**src/lfps_pkg.sv**
```systemverilog
// Shared types and constants for the line-follow PID steering block
`default_nettype none

package lfps_pkg;

   // history depth of the per-channel moving average
   localparam int AVG_DEPTH = 3;
   localparam int SLOT_BITS = $clog2(AVG_DEPTH);

   // fixed field widths
   localparam int THR_BITS   = 10;
   localparam int GAIN_BITS  = 10;
   localparam int SPEED_BITS = 11;
   localparam int MASK_BITS  = 3;
   localparam int ERR_BITS   = 5;
   localparam int SUM_BITS   = 7;
   localparam int CORR_BITS  = 11;
   localparam int DRIVE_BITS = 12;

   // steering and PID limits
   localparam int SIDE_STEP  = 4;
   localparam int SIDE_HALF  = 2;
   localparam int ERR_LIMIT  = 10;
   localparam int SUM_LIMIT  = 50;
   localparam int CORR_LIMIT = 1023;

   // remembered side codes (two's complement of -1, 0, +1)
   localparam logic [1:0] SIDE_NONE  = 2'b00;
   localparam logic [1:0] SIDE_RIGHT = 2'b01;
   localparam logic [1:0] SIDE_LEFT  = 2'b11;

   // register file
   localparam int CSR_ADDR_BITS = 5;
   localparam int CSR_DATA_BITS = 32;
   localparam int REG_IDX_BITS  = 3;

   localparam logic [REG_IDX_BITS-1:0] REG_THR_LEFT   = 3'd0;
   localparam logic [REG_IDX_BITS-1:0] REG_THR_MIDDLE = 3'd1;
   localparam logic [REG_IDX_BITS-1:0] REG_THR_RIGHT  = 3'd2;
   localparam logic [REG_IDX_BITS-1:0] REG_GAIN_PROP  = 3'd3;
   localparam logic [REG_IDX_BITS-1:0] REG_GAIN_DERIV = 3'd4;
   localparam logic [REG_IDX_BITS-1:0] REG_GAIN_INTEG = 3'd5;
   localparam logic [REG_IDX_BITS-1:0] REG_BASE_SPEED = 3'd6;

   localparam logic [THR_BITS-1:0]          RST_THR_LEFT   = 10'd445;
   localparam logic [THR_BITS-1:0]          RST_THR_MIDDLE = 10'd560;
   localparam logic [THR_BITS-1:0]          RST_THR_RIGHT  = 10'd554;
   localparam logic [GAIN_BITS-1:0]         RST_GAIN_PROP  = 10'd18;
   localparam logic [GAIN_BITS-1:0]         RST_GAIN_DERIV = 10'd150;
   localparam logic [GAIN_BITS-1:0]         RST_GAIN_INTEG = 10'd0;
   localparam logic signed [SPEED_BITS-1:0] RST_BASE_SPEED = -11'sd440;

   // thresholds for the three sensor channels
   typedef struct packed {
      logic [THR_BITS-1:0] left;
      logic [THR_BITS-1:0] middle;
      logic [THR_BITS-1:0] right;
   } thr_cfg_type;

   // gains and base speed for the PID stage
   typedef struct packed {
      logic [GAIN_BITS-1:0]         gain_prop;
      logic [GAIN_BITS-1:0]         gain_deriv;
      logic [GAIN_BITS-1:0]         gain_integ;
      logic signed [SPEED_BITS-1:0] base_speed;
   } pid_cfg_type;

   // PID stage results for one tick
   typedef struct packed {
      logic signed [ERR_BITS-1:0]   line_error;
      logic signed [CORR_BITS-1:0]  correction;
      logic signed [DRIVE_BITS-1:0] left_drive;
      logic signed [DRIVE_BITS-1:0] right_drive;
   } pid_out_type;

endpackage

`default_nettype wire

```
**src/lfps_csr.sv**
```systemverilog
// APB-style register file for thresholds, gains and base speed
`default_nettype none

module lfps_csr
   import lfps_pkg::*;
(
   input  wire logic                     clock,
   input  wire logic                     reset,
   input  wire logic                     csr_psel,
   input  wire logic                     csr_penable,
   input  wire logic                     csr_pwrite,
   input  wire logic [CSR_ADDR_BITS-1:0] csr_paddr,
   input  wire logic [CSR_DATA_BITS-1:0] csr_pwdata,
   output logic      [CSR_DATA_BITS-1:0] csr_prdata,
   output logic                          csr_pready,
   output thr_cfg_type                   thr_cfg,
   output pid_cfg_type                   pid_cfg
);

   logic                    wr_en;
   logic [REG_IDX_BITS-1:0] reg_idx;
   thr_cfg_type             thr_ff, thr_in;
   pid_cfg_type             pid_ff, pid_in;

   assign csr_pready = 1'b1;
   assign wr_en      = csr_psel & csr_penable & csr_pwrite & csr_pready;
   assign reg_idx    = csr_paddr[REG_IDX_BITS+1:2];

   // write decode
   always_comb begin
      thr_in = thr_ff;
      pid_in = pid_ff;
      if (wr_en) begin
         case (reg_idx)
            REG_THR_LEFT:   thr_in.left       = csr_pwdata[THR_BITS-1:0];
            REG_THR_MIDDLE: thr_in.middle     = csr_pwdata[THR_BITS-1:0];
            REG_THR_RIGHT:  thr_in.right      = csr_pwdata[THR_BITS-1:0];
            REG_GAIN_PROP:  pid_in.gain_prop  = csr_pwdata[GAIN_BITS-1:0];
            REG_GAIN_DERIV: pid_in.gain_deriv = csr_pwdata[GAIN_BITS-1:0];
            REG_GAIN_INTEG: pid_in.gain_integ = csr_pwdata[GAIN_BITS-1:0];
            REG_BASE_SPEED: pid_in.base_speed = $signed(csr_pwdata[SPEED_BITS-1:0]);
            default: ;
         endcase
      end
   end

   // register storage
   always_ff @(posedge clock) begin
      if (reset) begin
         thr_ff.left       <= RST_THR_LEFT;
         thr_ff.middle     <= RST_THR_MIDDLE;
         thr_ff.right      <= RST_THR_RIGHT;
         pid_ff.gain_prop  <= RST_GAIN_PROP;
         pid_ff.gain_deriv <= RST_GAIN_DERIV;
         pid_ff.gain_integ <= RST_GAIN_INTEG;
         pid_ff.base_speed <= RST_BASE_SPEED;
      end else begin
         thr_ff <= thr_in;
         pid_ff <= pid_in;
      end
   end

   // read mux
   always_comb begin
      case (reg_idx)
         REG_THR_LEFT:   csr_prdata = CSR_DATA_BITS'(thr_ff.left);
         REG_THR_MIDDLE: csr_prdata = CSR_DATA_BITS'(thr_ff.middle);
         REG_THR_RIGHT:  csr_prdata = CSR_DATA_BITS'(thr_ff.right);
         REG_GAIN_PROP:  csr_prdata = CSR_DATA_BITS'(pid_ff.gain_prop);
         REG_GAIN_DERIV: csr_prdata = CSR_DATA_BITS'(pid_ff.gain_deriv);
         REG_GAIN_INTEG: csr_prdata = CSR_DATA_BITS'(pid_ff.gain_integ);
         REG_BASE_SPEED: csr_prdata = CSR_DATA_BITS'($signed(pid_ff.base_speed));
         default:        csr_prdata = '0;
      endcase
   end

   assign thr_cfg = thr_ff;
   assign pid_cfg = pid_ff;

endmodule

`default_nettype wire

```
**src/lfps_chan.sv**
```systemverilog
// One sensor channel: sample history, floor average and tape detect
`default_nettype none

module lfps_chan
   import lfps_pkg::*;
#(
   parameter int SAMPLE_BITS = 10
) (
   input  wire logic                   clock,
   input  wire logic                   reset,
   input  wire logic                   wr_en,
   input  wire logic [SLOT_BITS-1:0]   slot,
   input  wire logic [SAMPLE_BITS-1:0] sample,
   input  wire logic [THR_BITS-1:0]    threshold,
   output logic                        detect
);

   // floor(sum / depth) > thr  <=>  sum >= depth * (thr + 1)
   localparam int CMP_BITS =
      ((SAMPLE_BITS > THR_BITS) ? SAMPLE_BITS : THR_BITS) + $clog2(AVG_DEPTH) + 1;

   logic [SAMPLE_BITS-1:0] hist_ff [AVG_DEPTH];
   logic [SAMPLE_BITS-1:0] hist_in [AVG_DEPTH];
   logic [SAMPLE_BITS-1:0] view    [AVG_DEPTH];
   logic [CMP_BITS-1:0]    sum;
   logic [CMP_BITS-1:0]    limit;

   // history with the current sample dropped into its slot
   always_comb begin
      sum = '0;
      for (int i = 0; i < AVG_DEPTH; i++) begin
         view[i]    = (SLOT_BITS'(i) == slot) ? sample : hist_ff[i];
         hist_in[i] = wr_en ? view[i] : hist_ff[i];
         sum        = sum + CMP_BITS'(view[i]);
      end
   end

   // threshold compare without a divider
   assign limit  = (CMP_BITS'(threshold) + CMP_BITS'(1)) * CMP_BITS'(AVG_DEPTH);
   assign detect = (sum >= limit);

   always_ff @(posedge clock) begin
      if (reset) begin
         for (int i = 0; i < AVG_DEPTH; i++) begin
            hist_ff[i] <= '0;
         end
      end else begin
         hist_ff <= hist_in;
      end
   end

endmodule

`default_nettype wire

```
**src/lfps_pid.sv**
```systemverilog
// Line error from the detect pattern, PID correction and drive values
`default_nettype none

module lfps_pid
   import lfps_pkg::*;
(
   input  wire logic                 clock,
   input  wire logic                 reset,
   input  wire logic                 step,
   input  wire logic [MASK_BITS-1:0] detect,
   input  wire pid_cfg_type          cfg,
   output pid_out_type               result
);

   localparam int PROD_BITS = 19;
   localparam int LIM_BITS  = SPEED_BITS + 1;

   localparam logic signed [ERR_BITS-1:0]  ERR_SIDE = ERR_BITS'(SIDE_STEP);
   localparam logic signed [ERR_BITS-1:0]  ERR_HALF = ERR_BITS'(SIDE_HALF);
   localparam logic signed [ERR_BITS-1:0]  ERR_LOST = ERR_BITS'(ERR_LIMIT);
   localparam logic signed [SUM_BITS:0]    SUM_HI   = (SUM_BITS+1)'(SUM_LIMIT);
   localparam logic signed [SUM_BITS:0]    SUM_LO   = -(SUM_BITS+1)'(SUM_LIMIT);
   localparam logic signed [LIM_BITS-1:0]  LIM_HI   = LIM_BITS'(CORR_LIMIT);
   localparam logic signed [LIM_BITS-1:0]  LIM_LO   = -LIM_BITS'(CORR_LIMIT);

   logic                        dl, dm, dr;
   logic [1:0]                  last_side_ff, last_side_in;
   logic signed [ERR_BITS-1:0]  last_err_ff, last_err_in;
   logic signed [SUM_BITS-1:0]  err_sum_ff, err_sum_in;
   logic signed [ERR_BITS-1:0]  err;
   logic signed [ERR_BITS:0]    deriv;
   logic signed [SUM_BITS:0]    sum_raw;
   logic signed [PROD_BITS-1:0] p_prop, p_deriv, p_integ, corr_raw, corr_sel;
   logic signed [LIM_BITS-1:0]  base_x, neg_base, hi, lo;
   logic signed [CORR_BITS-1:0] corr;

   assign dl = detect[0];
   assign dm = detect[1];
   assign dr = detect[2];

   // line error and remembered side
   always_comb begin
      last_side_in = last_side_ff;
      if ((dl & dm & dr) | (~dl & dm & ~dr)) begin
         err          = '0;
         last_side_in = SIDE_NONE;
      end else if (dl | dm | dr) begin
         if (dl & ~dr) begin
            err = -ERR_SIDE;
         end else if (dr & ~dl) begin
            err = ERR_SIDE;
         end else begin
            err = '0;
         end
         if (last_side_ff == SIDE_NONE && dl) begin
            last_side_in = SIDE_LEFT;
         end else if (last_side_ff == SIDE_NONE && dr) begin
            last_side_in = SIDE_RIGHT;
         end
         // middle plus one side: half step toward that side
         if (dm) begin
            last_side_in = SIDE_NONE;
            err          = dl ? -ERR_HALF : ERR_HALF;
         end
      end else begin
         case (last_side_ff)
            SIDE_LEFT:  err = -ERR_LOST;
            SIDE_RIGHT: err = ERR_LOST;
            default:    err = '0;
         endcase
      end
   end

   // derivative and clamped integral
   assign deriv   = (ERR_BITS+1)'(err) - (ERR_BITS+1)'(last_err_ff);
   assign sum_raw = (SUM_BITS+1)'(err) + (SUM_BITS+1)'(err_sum_ff);

   always_comb begin
      if (sum_raw > SUM_HI) begin
         err_sum_in = SUM_BITS'(SUM_HI);
      end else if (sum_raw < SUM_LO) begin
         err_sum_in = SUM_BITS'(SUM_LO);
      end else begin
         err_sum_in = sum_raw[SUM_BITS-1:0];
      end
   end

   assign last_err_in = err;

   // three gain products and their sum
   assign p_prop   = PROD_BITS'(err) * PROD_BITS'({1'b0, cfg.gain_prop});
   assign p_deriv  = PROD_BITS'(deriv) * PROD_BITS'({1'b0, cfg.gain_deriv});
   assign p_integ  = PROD_BITS'(err_sum_in) * PROD_BITS'({1'b0, cfg.gain_integ});
   assign corr_raw = p_prop + p_deriv + p_integ;

   // correction limits from the base speed, each saturated
   assign base_x   = LIM_BITS'($signed(cfg.base_speed));
   assign neg_base = -base_x;

   always_comb begin
      if (neg_base > LIM_HI) begin
         hi = LIM_HI;
      end else if (neg_base < LIM_LO) begin
         hi = LIM_LO;
      end else begin
         hi = neg_base;
      end
      if (base_x > LIM_HI) begin
         lo = LIM_HI;
      end else if (base_x < LIM_LO) begin
         lo = LIM_LO;
      end else begin
         lo = base_x;
      end
   end

   // upper limit wins over lower limit
   always_comb begin
      if (corr_raw > PROD_BITS'(hi)) begin
         corr_sel = PROD_BITS'(hi);
      end else if (corr_raw < PROD_BITS'(lo)) begin
         corr_sel = PROD_BITS'(lo);
      end else begin
         corr_sel = corr_raw;
      end
   end

   assign corr = corr_sel[CORR_BITS-1:0];

   assign result.line_error  = err;
   assign result.correction  = corr;
   assign result.left_drive  = DRIVE_BITS'(cfg.base_speed) - DRIVE_BITS'(corr);
   assign result.right_drive = DRIVE_BITS'(cfg.base_speed) + DRIVE_BITS'(corr);

   // controller state advances once per tick
   always_ff @(posedge clock) begin
      if (reset) begin
         last_side_ff <= SIDE_NONE;
         last_err_ff  <= '0;
         err_sum_ff   <= '0;
      end else if (step) begin
         last_side_ff <= last_side_in;
         last_err_ff  <= last_err_in;
         err_sum_ff   <= err_sum_in;
      end
   end

endmodule

`default_nettype wire

```
**src/line_follow_pid_steering.sv**
```systemverilog
// Top level of the three-sensor line-follow PID steering block
//
//   channel  ports   direction  content
//   req      req_*   in         three sensor samples and drive flag per beat
//   rsp      rsp_*   out        detect mask, line error, correction, drives
//   csr      csr_*   in/out     thresholds, gains, base speed
//
// One beat per cycle sustained while rsp_ready is high; a taken request beat
// passes through the input register, then the result register, whose
// outputs carry the result.
// Reset clears the sample histories, history slot, PID state and loads
// the register defaults.
// When rsp_ready is low the result register holds, the input register
// still fills, and req_ready drops once both are occupied.
`default_nettype none

module line_follow_pid_steering
   import lfps_pkg::*;
#(
   parameter int SAMPLE_BITS = 10
) (
   input  wire logic                     clock,
   input  wire logic                     reset,
   // request channel
   input  wire logic                     req_valid,
   output logic                          req_ready,
   input  wire logic [SAMPLE_BITS-1:0]   req_left_sample,
   input  wire logic [SAMPLE_BITS-1:0]   req_middle_sample,
   input  wire logic [SAMPLE_BITS-1:0]   req_right_sample,
   input  wire logic                     req_drive_request,
   // result channel
   output logic                          rsp_valid,
   input  wire logic                     rsp_ready,
   output logic [MASK_BITS-1:0]          rsp_detect_mask,
   output logic signed [ERR_BITS-1:0]    rsp_line_error,
   output logic signed [CORR_BITS-1:0]   rsp_correction,
   output logic signed [DRIVE_BITS-1:0]  rsp_left_drive,
   output logic signed [DRIVE_BITS-1:0]  rsp_right_drive,
   output logic                          rsp_drive_valid,
   // configuration port
   input  wire logic                     csr_psel,
   input  wire logic                     csr_penable,
   input  wire logic                     csr_pwrite,
   input  wire logic [CSR_ADDR_BITS-1:0] csr_paddr,
   input  wire logic [CSR_DATA_BITS-1:0] csr_pwdata,
   output logic      [CSR_DATA_BITS-1:0] csr_prdata,
   output logic                          csr_pready
);

   thr_cfg_type            thr_cfg;
   pid_cfg_type            pid_cfg;
   pid_out_type            pid_res;

   logic                   load_a, advance;
   logic                   a_valid_ff, a_valid_in;
   logic [SAMPLE_BITS-1:0] a_left_ff, a_middle_ff, a_right_ff;
   logic                   a_drive_ff;
   logic [SLOT_BITS-1:0]   slot_ff, slot_in;
   logic [MASK_BITS-1:0]   detect;
   logic                   rsp_valid_ff, rsp_valid_in;
   logic [MASK_BITS-1:0]   rsp_mask_ff;
   pid_out_type            rsp_res_ff;
   logic                   rsp_drive_ff;

   // configuration registers
   lfps_csr u_csr (
      .clock       (clock),
      .reset       (reset),
      .csr_psel    (csr_psel),
      .csr_penable (csr_penable),
      .csr_pwrite  (csr_pwrite),
      .csr_paddr   (csr_paddr),
      .csr_pwdata  (csr_pwdata),
      .csr_prdata  (csr_prdata),
      .csr_pready  (csr_pready),
      .thr_cfg     (thr_cfg),
      .pid_cfg     (pid_cfg)
   );

   // pipeline handshake
   assign advance    = a_valid_ff & (~rsp_valid_ff | rsp_ready);
   assign req_ready  = ~a_valid_ff | advance;
   assign load_a     = req_valid & req_ready;
   assign a_valid_in = load_a | (a_valid_ff & ~advance);
   assign rsp_valid_in = advance | (rsp_valid_ff & ~rsp_ready);

   // history slot wraps after the last entry
   assign slot_in = (slot_ff == SLOT_BITS'(AVG_DEPTH - 1)) ? '0 : slot_ff + 1'b1;

   // input register
   always_ff @(posedge clock) begin
      if (reset) begin
         a_valid_ff <= 1'b0;
      end else begin
         a_valid_ff <= a_valid_in;
      end
   end

   always_ff @(posedge clock) begin
      if (load_a) begin
         a_left_ff   <= req_left_sample;
         a_middle_ff <= req_middle_sample;
         a_right_ff  <= req_right_sample;
         a_drive_ff  <= req_drive_request;
      end
   end

   always_ff @(posedge clock) begin
      if (reset) begin
         slot_ff <= '0;
      end else if (advance) begin
         slot_ff <= slot_in;
      end
   end

   // sensor channels
   lfps_chan #(.SAMPLE_BITS(SAMPLE_BITS)) u_chan_left (
      .clock     (clock),
      .reset     (reset),
      .wr_en     (advance),
      .slot      (slot_ff),
      .sample    (a_left_ff),
      .threshold (thr_cfg.left),
      .detect    (detect[0])
   );

   lfps_chan #(.SAMPLE_BITS(SAMPLE_BITS)) u_chan_middle (
      .clock     (clock),
      .reset     (reset),
      .wr_en     (advance),
      .slot      (slot_ff),
      .sample    (a_middle_ff),
      .threshold (thr_cfg.middle),
      .detect    (detect[1])
   );

   lfps_chan #(.SAMPLE_BITS(SAMPLE_BITS)) u_chan_right (
      .clock     (clock),
      .reset     (reset),
      .wr_en     (advance),
      .slot      (slot_ff),
      .sample    (a_right_ff),
      .threshold (thr_cfg.right),
      .detect    (detect[2])
   );

   // steering error and PID
   lfps_pid u_pid (
      .clock  (clock),
      .reset  (reset),
      .step   (advance),
      .detect (detect),
      .cfg    (pid_cfg),
      .result (pid_res)
   );

   // result register
   always_ff @(posedge clock) begin
      if (reset) begin
         rsp_valid_ff <= 1'b0;
      end else begin
         rsp_valid_ff <= rsp_valid_in;
      end
   end

   always_ff @(posedge clock) begin
      if (advance) begin
         rsp_mask_ff  <= detect;
         rsp_res_ff   <= pid_res;
         rsp_drive_ff <= a_drive_ff;
      end
   end

   assign rsp_valid       = rsp_valid_ff;
   assign rsp_detect_mask = rsp_mask_ff;
   assign rsp_line_error  = rsp_res_ff.line_error;
   assign rsp_correction  = rsp_res_ff.correction;
   assign rsp_left_drive  = rsp_res_ff.left_drive;
   assign rsp_right_drive = rsp_res_ff.right_drive;
   assign rsp_drive_valid = rsp_drive_ff;

endmodule

`default_nettype wire
```
**config.mk**
```make
export PLATFORM = sky130hd
export DESIGN_NAME = line_follow_pid_steering
export DESIGN_NICKNAME = d
export VERILOG_FILES = /design/src/lfps_pkg.sv /design/src/lfps_csr.sv /design/src/lfps_chan.sv /design/src/lfps_pid.sv /design/src/line_follow_pid_steering.sv
export SDC_FILE = /design/constraint.sdc
export NUM_CORES = 1
export LEC_CHECK = 0
export BUFFER_PORTS_ARGS = -buffer_cell sky130_fd_sc_hd__buf_2
export CAP_MARGIN = 20
export CORE_AREA = 2 2 235 237
export CTS_BUF_LIST = sky130_fd_sc_hd__clkbuf_4 sky130_fd_sc_hd__clkbuf_8 sky130_fd_sc_hd__clkbuf_16
export CTS_CLUSTER_SIZE = 20
export DETAILED_ROUTE_END_ITERATION = 10
export DIE_AREA = 0 0 237 239
export GPL_TIMING_DRIVEN = 0
export HOLD_SLACK_MARGIN = 0.05
export PLACE_DENSITY_LB_ADDON = 0.3
export SLEW_MARGIN = 30
export SYNTH_ARGS = -nofsm -noshare
export SYNTH_HDL_FRONTEND = slang
export SYNTH_SLANG_ARGS = --single-unit
```
**constraint.sdc**
```tcl
create_clock -name clock -period 17.3 [get_ports clock]
set_input_delay 0.865 -clock clock [delete_from_list [all_inputs] [get_ports clock]]
set_output_delay 0.865 -clock clock [all_outputs]
set_load 0.01 [all_outputs]
```
==> key figures <==
Outcome
  • Outcome: finished with violations
  • Failing checks: negative setup slack

Cells and area
  • Share of layout cells above drive strength 1: 0.209
  • Layout area overhead: 18.8%
  • Nets: 3511
  • Design area: 28700 um^2
  • Cell Count, Final, Fillers Out: 3706

Clock network
  • Clock slew at reported path FFs: 0.07 ns
  • CTS tree: done
  • Clk root buf: clkbuf_16
  • Max H-tree Level: 1
  • Num CTS Buffers: 30
  • CTS Hold Buffers Added: 0
  • Clk_lat worst skew: 0.62 ns
  • Clock Sinks: 251
  • Clock Path Buffers: 3

Critical path
  • Startpoint types: flip-flop
  • Critical Path Max Stage Delay: 0.57 ns
  • Critical path peak fanout: 5
  • Critical Path AT: 17.64 ns
  • CP Data Required Time: 17.63 ns
  • Setup crit end kind: flip-flop
  • Critical-path top delay cell: fa_1
  • WS Path Type: flip-flop to flip-flop
  • Crit-path most repeated cell: fa_1

Yosys
  • Synth async-reset ratio: 0
  • Syn. warnings: 0
  • Most common cell in the netlist: ha_1
  • Commonest cells post-synth: ha_1 (335), inv_1 (275), nor2_1 (269), nand2_1 (209), dfxtp_1 (178)
  • Cell Area, Synth: 24100 um^2
  • Count of cell types in the netlist: 77
  • Mapped Nets: 3242
  • Area contributors post-synth: ha_1 (17%), dfxtp_1 (15%), fa_1 (10%)
  • EDFF count, synth: 73
  • Yosys reg bits: 251
  • Seq/Total Area, Yosys: 0.239
  • Synth Area per Inst: 8.91 um^2
  • Synth area leader: ha_1
  • Synth Flop Type: dfxtp_1
  • Post-synth top area share: 0.174
  • Cell count after synthesis: 2706

Global routing
  • Largest net degree at the start of global routing: 32
  • GR Overflow Total: 0
  • Global-route wire length before repair: 107 mm
  • Initial antenna violation count: 6
  • Vias in the first global route: 20600
  • Gr usage total: 0.236

Job
  • Max Cap Viol: 0

Placement
  • Post-Place Cells: 3538
  • Detail Placement HPWL: 51.4 mm
  • Gp weighted congestion: 0.933
  • PortBufs: 126
  • Placed Area: 25700 um^2
  • Worst setup slack after placement: -2.87 ns

Route
  • WL/cell: 18.1 um
  • ANT nets after route: 0
  • Drt pass-1 iters: 5
  • Vias: 19900
  • Initial drt markers: 1120
  • Total length of routed wires: 67.0 mm
  • Residual DRC: 0
  • Via/cell ratio: 5.38

Pwr
  • Power Internal: 3.45 mW
  • Flop pwr share: 0.126
  • PwrDens: 227 nW/um^2
  • Net load switching power: 3.04 mW
  • Worst VDD drop: 0.287 mV
  • Clock power share: 0.104
  • Comb pwr share: 0.770
  • Leak: 13.1 nW
  • Net Sw Frac: 0.468

Die
  • Rows: 86
  • CORE AREA: 54300 um^2
  • Die W: 237 um
  • DIE HEIGHT: 239 um
  • Initial Util: 0.444
  • IO Pins: 154
  • Die area: 56600 um^2

Timing
  • Max frequency: 57.8 MHz
  • Post-route minimum period: 17.31 ns
  • Final worst setup slack: -0.00787 ns
  • Final Cycle Share: 1.00
  • # setup viols final: 1
  • RSZ-0062 raised after global routing: yes
  • Final hold slack: 0.423 ns
  • Final hold viol count: 0
  • Worst Tran Pin Value: 0.810 ns
  • Slew Limit Fails: 0
  • Max transition margin: 0.460
  • Final Skew: 0.0591 ns

Worst hold path
  • HP Class: input port to flip-flop
[through the flow]
stage / total power [mW] / utilization / setup TNS [ns]
after floorplan: 4.02 / - / 0
after global routing: 7.15 / 0.527 / -7.81
final: 6.49 / 0.527 / -0.00787
after CTS: 6.23 / 0.518 / -0.0199
after detailed placement: 4.99 / 0.473 / -58.01
after global placement: 4.89 / 0.472 / -47.87
[critical path, delay by kind of cell (launching register included)]
| kind | cells | cell delay, ns |
|---|---|---|
| adder cells (fa/ha/maj) | 20 | 7.90 |
| AO/OA/AOI/OAI | 33 | 5.24 |
| buffers and inverters | 11 | 1.13 |
| multiplexers | 4 | 0.97 |
| AND/OR/NAND/NOR | 8 | 0.93 |
| XOR/XNOR | 2 | 0.45 |
| flip-flops | 1 | 0.37 |
[repair_timing]
item | CTS | global route
buffers inserted | 98 | 36
resized for setup | 150 | 100
pin swaps | 91 | 103
endpoints found under the setup margin | 34 | 23
[routing by layer]
| layer | wire length [um] | global-route usage | up-vias | part of all wire |
|---|---|---|---|---|
| li1 | - | - | 9663 | - |
| met1 | 30100 | 0.312 | 9724 | 0.45 |
| met2 | 32200 | 0.412 | 444 | 0.48 |
| met3 | 3270 | 0.0240 | 103 | 0.049 |
| met4 | 1370 | 0.0627 | 4 | 0.020 |
| met5 | 22 | 0 | - | 0.00033 |
[path summary, 6_finish.rpt]
kind / from / end / slack [ns] / cells past startpoint
max reg2reg: slot_ff[0] / rsp_right_drive[9] / -0.008 / 78
min reg2reg: a_drive_ff / rsp_drive_valid / 0.44 / 0
max: slot_ff[0] / rsp_right_drive[9] / -0.008 / 78
min: req_middle_sample[2] / a_middle_ff[2] / 0.42 / 1
[power groups by stage]
stage                     Clock, mW  Sequential, mW  Combinational (mW)
final                         0.672           0.819                5.00
after global routing          0.707           0.825                5.62
after global placement            0           0.830                4.06
after detailed placement          0           0.831                4.16
after CTS                     0.685           0.819                4.73
after floorplan                   0           0.845                3.18
[flip-flops by register name, summed over array words and instances, names as in the netlist, 11 cells and up]
name and cells:
u_csr.pid_cfg 41, u_chan_left.hist_ff 30, u_chan_middle.hist_ff 30, u_chan_right.hist_ff 30
u_csr.thr_cfg 30, rsp_left_drive 12, rsp_correction 11, rsp_right_drive 11
[layout make-up]
type,instances,area (um^2)
fill,4881,25700
multi-input combinational,2058,17600
sequential,251,5760
timing repair buffer,240,1550
inverter,280,1060
tap,704,881
clock buffer,34,817
buffer,114,681
clock inverter,22,246
antenna,3,7.51
[cell usage in the layout, fill, tap and decap left out, types with 11 or more instances in the layout]
master	count
xnor2_1	107
xor2_1	40
dfxtp_1	176
ha_4	16
fa_1	120
a21o_1	36
ha_1	314
o21a_1	31
nand4_1	15
clkbuf_1	60
mux2i_1	86
nand3_1	24
buf_1	13
mux2_2	93
inv_1	266
a21oi_2	45
o21ai_0	50
o21ai_1	15
nor3_1	85
buf_4	131
a21oi_1	125
clkbuf_16	34
buf_2	128
and2_1	52
nand2b_1	39
o21bai_1	34
and3_1	11
edfxtp_1	73
nor2b_1	57
nand2_1	208
o21ai_2	11
nor2_1	257
[kinds of logic after synthesis]
| family | Yosys count | share of synthesized area |
|---|---|---|
| and+or+nand+nor | 808 | 0.155 |
| adders and majority gates | 463 | 0.279 |
| buffers and inverters | 397 | 0.0672 |
| other | 2 | 0.000311 |
| muxes | 203 | 0.0934 |
| AOI/OAI and AO/OA | 421 | 0.107 |
| DFF | 251 | 0.239 |
| xor gates and xnor gates | 161 | 0.0585 |
Note: power is estimated with default switching activity, not from simulation.
